--- config.mk ---
export PLATFORM = sky130hd
export DESIGN_NAME = shn_front
export DESIGN_NICKNAME = d
export VERILOG_FILES = /design/src/hw/rtl/shn_pkg.sv /design/src/hw/rtl/shn_front.sv
export SDC_FILE = /design/constraint.sdc
export NUM_CORES = 1
export LEC_CHECK = 0
export ABC_CLOCK_PERIOD_IN_PS = 5500
export BUFFER_PORTS_ARGS = -buffer_cell sky130_fd_sc_hd__buf_2
export CELL_PAD_IN_SITES_DETAIL_PLACEMENT = 0
export CELL_PAD_IN_SITES_GLOBAL_PLACEMENT = 1
export CORE_ASPECT_RATIO = 0.6
export CORE_UTILIZATION = 47
export CTS_CLUSTER_SIZE = 12
export DETAILED_ROUTE_END_ITERATION = 7
export HOLD_SLACK_MARGIN = 0.12
export PLACE_DENSITY = 0.85
export SYNTH_ARGS = -nofsm -noshare
export SYNTH_HDL_FRONTEND = slang
export SYNTH_SLANG_ARGS = --single-unit
--- constraint.sdc ---
create_clock -name i_clk -period 5.5 [get_ports i_clk]
set_input_delay 0.275 -clock i_clk [delete_from_list [all_inputs] [get_ports i_clk]]
set_output_delay 0.275 -clock i_clk [all_outputs]
set_load 0.05 [all_outputs]
--- src/hw/rtl/shn_pkg.sv ---
`default_nettype none
package shn_pkg;

    localparam int unsigned MAX_WIDTH  = 512;
    localparam int unsigned MAX_HEIGHT = 512;
    localparam int unsigned XW = $clog2(MAX_WIDTH);
    localparam int unsigned YW = $clog2(MAX_HEIGHT);
    localparam int unsigned AW = XW + YW;
    localparam int unsigned CFG_W = 10;
    localparam int unsigned CFG_IDX_W = 1;

    // register indexes
    localparam logic [CFG_IDX_W-1:0] REG_IMAGE_WIDTH  = 1'd0;
    localparam logic [CFG_IDX_W-1:0] REG_IMAGE_HEIGHT = 1'd1;

    // request codes
    localparam logic FUNC_WRITE = 1'b0;
    localparam logic FUNC_QUERY = 1'b1;

    typedef struct packed {
        logic       func;
        logic [8:0] x_pos;
        logic [8:0] y_pos;
        logic [7:0] height_sample;
    } t_in_item;

    typedef struct packed {
        logic [7:0] normal_x;
        logic [7:0] normal_y;
        logic [7:0] normal_z;
    } t_out_item;

    // classified request passed from front to back
    typedef struct packed {
        logic          query;
        logic [XW-1:0] x;
        logic [XW-1:0] xm;
        logic [XW-1:0] xp;
        logic [YW-1:0] y;
        logic [YW-1:0] ym;
        logic [YW-1:0] yp;
        logic [7:0]    hs;
    } t_cmd;

    typedef enum logic [3:0] {
        ST_IDLE,
        ST_READ,
        ST_GRAD,
        ST_SQUARE,
        ST_SUM,
        ST_SQRT,
        ST_DIVSET,
        ST_DIV,
        ST_OUT
    } t_state;

endpackage
`default_nettype wire

--- src/hw/rtl/shn_front.sv ---
`default_nettype none
module shn_front import shn_pkg::*; (
    input  wire logic        i_clk,
    input  wire logic        i_rst_n,
    input  wire logic        i_cfg_we,
    input  wire logic [CFG_IDX_W-1:0] i_cfg_idx,
    input  wire logic [CFG_W-1:0]     i_cfg_data,
    input  wire logic        i_valid,
    output logic             o_ready,
    input  wire t_in_item    i_item,
    output logic             o_cmd_valid,
    input  wire logic        i_cmd_ready,
    output t_cmd             o_cmd
);
    logic [CFG_W-1:0] r_w, n_w, r_h, n_h;
    logic [CFG_W-1:0] w_x, w_y;
    logic inside_img;
    logic [1:0] r_cnt;
    t_cmd r_q [2];
    logic r_wp, r_rp;
    t_cmd c;

    // clamp register writes to 1..max
    always_comb begin
        n_w = r_w;
        n_h = r_h;
        if (i_cfg_we && i_cfg_idx == REG_IMAGE_WIDTH) begin
            n_w = (i_cfg_data == '0) ? CFG_W'(1) :
                  (i_cfg_data > CFG_W'(MAX_WIDTH)) ? CFG_W'(MAX_WIDTH) : i_cfg_data;
        end
        if (i_cfg_we && i_cfg_idx == REG_IMAGE_HEIGHT) begin
            n_h = (i_cfg_data == '0) ? CFG_W'(1) :
                  (i_cfg_data > CFG_W'(MAX_HEIGHT)) ? CFG_W'(MAX_HEIGHT) : i_cfg_data;
        end
    end

    // classify request, compute wrapped neighbors
    always_comb begin
        w_x = CFG_W'(i_item.x_pos);
        w_y = CFG_W'(i_item.y_pos);
        inside_img = (w_x < r_w) && (w_y < r_h);
        c.query = i_item.func == FUNC_QUERY;
        c.x  = XW'(i_item.x_pos);
        c.y  = YW'(i_item.y_pos);
        c.xm = (w_x == '0) ? XW'(r_w - 1'b1) : XW'(w_x - 1'b1);
        c.xp = (w_x + 1'b1 >= r_w) ? '0 : XW'(w_x + 1'b1);
        c.ym = (w_y == '0) ? YW'(r_h - 1'b1) : YW'(w_y - 1'b1);
        c.yp = (w_y + 1'b1 >= r_h) ? '0 : YW'(w_y + 1'b1);
        c.hs = i_item.height_sample;
    end

    assign o_ready     = r_cnt != 2'd2;
    assign o_cmd_valid = r_cnt != 2'd0;
    assign o_cmd       = r_q[r_rp];

    // hold config and two-entry queue
    always_ff @(posedge i_clk) begin
        logic push, pop;
        push = i_valid && o_ready && inside_img;
        pop  = o_cmd_valid && i_cmd_ready;
        if (!i_rst_n) begin
            r_w <= CFG_W'(MAX_WIDTH);
            r_h <= CFG_W'(MAX_HEIGHT);
            r_cnt <= '0;
            r_wp <= 1'b0;
            r_rp <= 1'b0;
        end else begin
            r_w <= n_w;
            r_h <= n_h;
            if (push) begin
                r_wp <= ~r_wp;
            end
            if (pop) begin
                r_rp <= ~r_rp;
            end
            r_cnt <= r_cnt + {1'b0, push} - {1'b0, pop};
        end
        if (push) begin
            r_q[r_wp] <= c;
        end
    end
endmodule
`default_nettype wire

==> results of run 1 <==
[state kept, by name, indices dropped and copies added, names as in the netlist, named ones only]
signal / flops
r_q: 126
r_h: 10
r_w: 10
r_cnt: 2
r_rp: 1
r_wp: 1
[placed cells by master, fill, tap and decap left out, types with 7 or more instances in the layout]
cell type      instances
a21boi_1              12
a21oi_1               34
buf_2                107
clkbuf_16             17
dfxtp_1               24
dlygate4sd3_1          9
edfxtp_1             126
ha_1                  46
inv_1                 30
inv_6                  7
mux2_2                63
mux2i_1               10
nand2_1               35
nand2b_1              14
nand3_1               12
nand3b_1               9
nand4_1                8
nor2_1                24
nor2b_1               12
nor3_1                11
nor3b_1               10
o211ai_1               9
xnor2_1               18
xor2_1                 7
[synthesized netlist by cell type (4+ instances only)]
cell | n | area share [%]
mux2_2 | 63 | 9.3
nor2_1 | 26 | 1.3
clkbuf_1 | 19 | 0.94
nand3b_1 | 9 | 0.89
o21ai_1 | 6 | 0.39
nor3_1 | 11 | 0.72
dfxtp_1 | 25 | 6.6
nand3_1 | 12 | 0.79
o31ai_1 | 4 | 0.39
o21ai_0 | 6 | 0.39
edfxtp_1 | 126 | 50
nand4_1 | 8 | 0.66
nand2_1 | 35 | 1.7
a21oi_1 | 34 | 2.2
xnor2_1 | 18 | 2.1
inv_1 | 30 | 1.5
or3_1 | 4 | 0.33
nor4_1 | 5 | 0.41
buf_1 | 5 | 0.25
o211ai_1 | 9 | 0.89
ha_1 | 46 | 7.6
nor3b_1 | 10 | 0.99
a21boi_1 | 12 | 1.2
and2_1 | 5 | 0.41
nor2b_1 | 12 | 0.99
nand2b_1 | 14 | 1.1
xor2_1 | 7 | 0.80
mux2i_1 | 10 | 1.3
[cell families after synthesis]
kind of cell	Yosys count	share of synthesized area [%]
flops	151	56.2
fa+ha+maj	46	7.56
buf+inv	56	2.96
mux	73	10.6
simple gates	164	11.7
xor+xnor	25	2.87
compound gates	93	8.02
[power groups by stage]
stage,Sequential [mW],Clock [mW],Combinational (mW)
after floorplan,1.47,0,1.03
after CTS,1.49,1.20,1.31
after global placement,1.50,0,1.28
after detailed placement,1.51,0,1.30
after global routing,1.50,1.25,1.38
final,1.48,1.19,1.30
[cell type report]
| cell class | count | area share (%) |
|---|---|---|
| Timing Repair Buffer | 119 | 7.18 |
| Clock inverter | 15 | 1.97 |
| Inverter | 30 | 1.25 |
| Clock buffer | 17 | 4.71 |
| Sequential cell | 151 | 47.5 |
| Multi-Input combinational cell | 401 | 34.6 |
| Tap cell | 203 | 2.81 |
[worst min-delay path by stage]
stage                             to  depth (start not counted)  slack [ns]
after global routing          r_w[6]                          3        0.16
final                     r_q[0][54]                          1        0.15
after detailed placement   r_q[0][1]                          1        0.47
after CTS                 r_q[1][54]                          1        0.14
after global placement     r_q[0][6]                          1        0.47
after floorplan            r_q[0][0]                          0        0.37
[timing repair]
item,4_1_cts,5_1_grt
setup buffers,0,0
hold buffers,9,0
endpoints found under the hold margin,18,0
[per-stage QoR]
step | setup WS, ns | std cells
after floorplan | 0.950 | 608
after global placement | 2.23 | 895
after detailed placement | 2.07 | 895
after CTS | 2.05 | 936
after global routing | 1.79 | 936
final | 2.10 | 936
[routing by layer]
layer	part of all wire, %	up-vias	global-route usage, %	wire length [µm]
met2	42	174	31.3	7300
li1	-	2487	-	-
met4	0.70	0	5.34	123
met1	51	2501	33.2	8860
met3	6.8	8	5.42	1180
met5	0	-	0	0
==> impl_metrics.py, run 1 <==
metrics = {
    "global_routing": {
        "grt_usage_pct": 21.9,
        "grt_pass1_wl_um": 27900,
        "antenna_found_initial": 0,
        "grt_pass1_vias": 5179,
        "overflow": 0,
        "grt_max_degree": 41,
    },
    "detailed_routing": {
        "wl_per_cell_um": 18.7,
        "antenna_left": 0,
        "vias": 5170,
        "drc": 11,
        "drt_iter0_drc": 391,
        "firstDrtPassIters": 7,
        "wl_um": 17500,
        "avgViaCountPerCell": 5.52,
    },
    "final_layout": {
        "diodes": 0,
        "regArea_um2": 4290,
        "final_area_um2": 9030,
        "area_delta_synth_final_pct": 18.5,
        "drive_gt1_share_pct": 28.9,
        "nets": 809,
        "multi_input_area_um2": 3120,
        "nFillCells": 1283,
        "finish.utilization_pct": 57.9,
    },
    "synthesis": {
        "syn-cell-area_um2": 7620,
        "ys_async_sr_fraction_pct": 0,
        "synth-edff-count": 126,
        "synth-main-ff-cell": "edfxtp_1",
        "ys_types": 52,
        "synth-seq-cells": 151,
        "synth_nets": 697,
        "yosysWarnings": 0,
        "syn_area_per_cell_um2": 12.5,
        "synthCells": 608,
        "ys_seq_area_share_pct": 56.2,
    },
    "power": {
        "p_seq_share_pct": 37.3,
        "power_frac_comb_pct": 32.8,
        "ir_worst_vdd_uv": 215,
        "p_switching_mw": 1.50,
        "sw_frac_of_total_pct": 37.8,
        "p_per_area_nw_per_um2": 440,
        "power_mw": 3.98,
        "intPower_mw": 2.47,
        "p_leak_nw": 3.37,
        "clkPwrFrac_pct": 29.9,
    },
    "clock_tree": {
        "clk_latency_ns": 0.42,
        "cts.clk_slew.worst_paths_ns": 0.06,
        "cts-root-buf": "clkbuf_16",
        "cts_max_level": 4,
        "cts_tree": "yes",
        "clockBufferDepth": 2,
        "cts.sinks": 151,
        "cts_resized": 0,
        "cts_buffers": 17,
    },
    "setup_path": {
        "crit-reg2reg-launch": "r_h[3]",
        "crit_path_end_kind": "register",
        "start_kind": "register",
        "cp_slowest_cell": "nor2_4",
        "path_cells": "inv_1 -> ha_1 -> a21o_1 -> a211oi_1 -> a2111o_1 -> o211ai_1 -> nor2_4 -> buf_4",
        "required_ns": 5.56,
        "crit_end": "r_q[1][23]",
        "crit_start": "r_h[3]",
        "worstSetupPathDepth": 8,
        "worst-setup-path-type": "register to register",
        "cp_top_family": "compound AO/OA/AOI/OAI gates",
        "reg2reg_slack_ns": 2.10,
        "reg2reg_to": "r_q[1][23]",
        "max_stage_delay_ns": 0.78,
        "arrival_ns": 3.46,
        "r2r_cells": 8,
        "critical_path_buf_inv_count": 2,
        "crit_path_max_fanout": 36,
    },
    "placement": {
        "place_area_um2": 8330,
        "port_buffers": 107,
        "dp_hpwl_um": 12400,
        "globalplace.congestion": 0.911,
    },
    "sta": {
        "finalMaxSlewViolations": 0,
        "relSlewSlack_pct": 40.1,
        "hold_viol": 0,
        "setup_viol": 0,
        "tightest_slew_ns": 0.897,
        "fin_worst_hold_slack_ns": 0.152,
        "max_freq_mhz": 294,
        "fin_worst_skew_ns": 0.0101,
        "fin_setup_tns_ns": 0,
        "rsz0062_at_grt": "no",
        "period_minus_slack_ns": 3.40,
        "min_period_over_period_pct": 61.9,
    },
    "min_path": {
        "holdCritPathClass": "input pin to register",
        "hold_start": "i_item[18]",
    },
    "die": {
        "start_util_pct": 48.9,
        "coreArea_um2": 15600,
        "dieArea_um2": 16700,
        "die_h_um": 101,
        "die_x_um": 166,
        "pin_count": 108,
        "rows": 35,
    },
    "status": {
        "violations": "DRC",
        "status": "finished with violations",
    },
    "run": {
        "cap_violations": 0,
    },
}
Note: power is estimated with default switching activity, not from simulation.
==> run 2, diff against run 1 <==
--- a/config.mk
+++ b/config.mk
@@ -5,16 +5,16 @@
 export SDC_FILE = /design/constraint.sdc
 export NUM_CORES = 1
 export LEC_CHECK = 0
-export ABC_CLOCK_PERIOD_IN_PS = 5500
+export ABC_CLOCK_PERIOD_IN_PS = 2800
 export BUFFER_PORTS_ARGS = -buffer_cell sky130_fd_sc_hd__buf_2
 export CELL_PAD_IN_SITES_DETAIL_PLACEMENT = 0
 export CELL_PAD_IN_SITES_GLOBAL_PLACEMENT = 1
 export CORE_ASPECT_RATIO = 0.6
-export CORE_UTILIZATION = 47
+export CORE_UTILIZATION = 42
 export CTS_CLUSTER_SIZE = 12
 export DETAILED_ROUTE_END_ITERATION = 7
 export HOLD_SLACK_MARGIN = 0.12
-export PLACE_DENSITY = 0.85
+export PLACE_DENSITY = 0.8
 export SYNTH_ARGS = -nofsm -noshare
 export SYNTH_HDL_FRONTEND = slang
 export SYNTH_SLANG_ARGS = --single-unit
==> constraint.sdc (replaced) <==
create_clock -name i_clk -period 2.8 [get_ports i_clk]
set_input_delay 0.14 -clock i_clk [delete_from_list [all_inputs] [get_ports i_clk]]
set_output_delay 0.14 -clock i_clk [all_outputs]
set_load 0.05 [all_outputs]
==> run 2 against run 1 <==
- the flow now finishes without violations
- utilization fell by 2.1 points
- via count rose by 6.5%
- critical path depth rose by 2
- count of clock-buffer cells in the layout did not move
- cell count rose by 10%
- register-to-register slack got worse by 1.9 ns
- worst setup slack got worse by 2.0 ns
- die area rose by 12%
- sequential share of layout area fell by 3.4 points
- combinational power rose by 110%
- clock power rose by 91%
- critical endpoint is now r_q[1][50]
- highest routed layer unchanged
==> impl_metrics.py, run 2 (same netlist as run 1, synthesis figures left out) <==
metrics = {
    "sta": {
        "tightest_slew_ns": 0.687,
        "min_period_over_period_pct": 95.3,
        "max_freq_mhz": 375,
        "period_minus_slack_ns": 2.67,
        "fin_setup_tns_ns": 0,
        "finalMaxSlewViolations": 0,
        "fin_worst_skew_ns": 0.0111,
        "relSlewSlack_pct": 54.1,
        "hold_viol": 0,
        "setup_viol": 0,
    },
    "clock_tree": {
        "cts.sinks": 151,
        "cts.clk_slew.worst_paths_ns": 0.07,
        "clockBufferDepth": 2,
        "clk_latency_ns": 0.44,
        "cts_max_level": 4,
        "cts_tree": "yes",
        "cts_buffers": 17,
        "cts-root-buf": "clkbuf_16",
    },
    "global_routing": {
        "grt_usage_pct": 21.0,
        "grt_max_degree": 37,
        "grt_pass1_wl_um": 29300,
        "grt_pass1_vias": 5310,
        "overflow": 0,
        "antenna_found_initial": 0,
    },
    "die": {
        "die_h_um": 106,
        "rows": 37,
        "die_x_um": 176,
        "dieArea_um2": 18700,
        "start_util_pct": 43.6,
        "coreArea_um2": 17500,
        "pin_count": 108,
    },
    "final_layout": {
        "multi_input_area_um2": 3220,
        "final_cell_mix": "edfxtp_1, buf_2, mux2_2, ha_1, dlygate4sd3_1",
        "largest_reg_flops": 126,
        "area_delta_synth_final_pct": 27.8,
        "nFillCells": 1492,
        "top_register": "r_q",
        "regArea_um2": 4290,
        "nets": 873,
        "final_common_cell": "edfxtp_1",
        "largestRegisters": "r_q x126, r_h x10, r_w x10",
        "drive_gt1_share_pct": 33.4,
        "diodes": 0,
    },
    "status": {
        "status": "finished clean",
    },
    "setup_path": {
        "crit-reg2reg-launch": "r_h[4]",
        "crit_start": "i_item[21]",
        "crit_path_max_fanout": 10,
        "required_ns": 2.97,
        "worst-setup-path-type": "input pin to register",
        "start_kind": "input pin",
        "arrival_ns": 2.84,
        "crit_path_end_kind": "register",
        "r2r_cells": 11,
    },
    "min_path": {
        "holdCritPathClass": "input pin to register",
        "holdPathStages": 2,
        "hold_start": "i_item[9]",
    },
    "run": {
        "cap_violations": 0,
    },
    "detailed_routing": {
        "drt_iter0_drc": 361,
        "drc": 0,
        "wl_per_cell_um": 18.5,
        "wl_um": 19000,
        "antenna_left": 0,
        "vias": 5508,
        "avgViaCountPerCell": 5.34,
        "firstDrtPassIters": 5,
    },
    "power": {
        "p_leak_nw": 3.69,
        "p_per_area_nw_per_um2": 810,
        "ir_worst_vdd_uv": 591,
        "power_mw": 7.88,
    },
    "placement": {
        "port_buffers": 107,
        "globalplace.congestion": 0.882,
        "dp_hpwl_um": 13500,
    },
}
==> run 2: cell count changes in the layout (fill, tap and decap cells not counted), sizes merged, moves of 2 or more <==
| cell | delta |
|---|---|
| clkinv | +2 |
| buf | +32 |
| inv | -2 |
| clkbuf | +3 |
| dlygate4sd3 | +29 |
==> run 2: worst paths after layout <==
path | endpoint | slack [ns]
setup / recovery | r_q[1][50] | 0.13
hold reg to reg | r_w[8] | 0.48
hold / removal | r_q[0][27] | 0.16
setup reg to reg | r_cnt[1] | 0.22
==> run 2: power by group <==
group / internal (mW) / switching (mW) / leakage, nW
combinational: 0.833 / 1.93 / 2.03
sequential: 2.77 / 0.0745 / 1.38
clock: 1.26 / 1.01 / 0.284
==> run 2: cell type report <==
cell class	instances	share of cell area, %
well taps	234	3.01
multi-input cells	401	33.1
clock inverters	15	1.61
flip-flops and latches	151	44.1
repair buffers	183	12.7
inverters	30	1.16
clock buffers	17	4.37
==> run 2: through the flow <==
stage          instance area (µm²)  instances  setup WS [ns]  hold slack (ns)  util, %
2_1_floorplan                 7660        608         0.0178            0.239        -
3_3_place_gp                  8680        960          0.130            0.330     49.8
3_5_place_dp                  8680        960         0.0315            0.335     49.8
4_1_cts                       9650       1030         0.0246            0.136     55.3
5_1_grt                       9730       1031        -0.0138            0.143     55.8
6_report                      9730       1031          0.132            0.162     55.8
==> run 2: routing by layer <==
layer,vias up,global-route usage (%),wire [µm]
li1,2620,-,-
met1,2694,32.3,9850
met2,182,28.8,7730
met3,12,4.58,1280
met4,0,6.77,172
met5,-,0,0
==> run 2: worst max-delay path, cell delays in order <==
cell	delay (ns)
dlygate4sd3_1	0.53
clkbuf_4	0.21
or4_1	0.59
nor2_4	0.16
mux2i_2	0.26
ha_1	0.23
nand2_1	0.12
o311a_1	0.38
o21ai_1	0.13
mux2i_1	0.09
==> run 2: repair_timing <==
item | 4_1_cts | 5_1_grt
setup buffers | 0 | 1
hold endpoints to repair | 57 | 0
setup endpoints to repair | 0 | 35
hold buffers | 38 | 0
gates resized for setup | 0 | 20
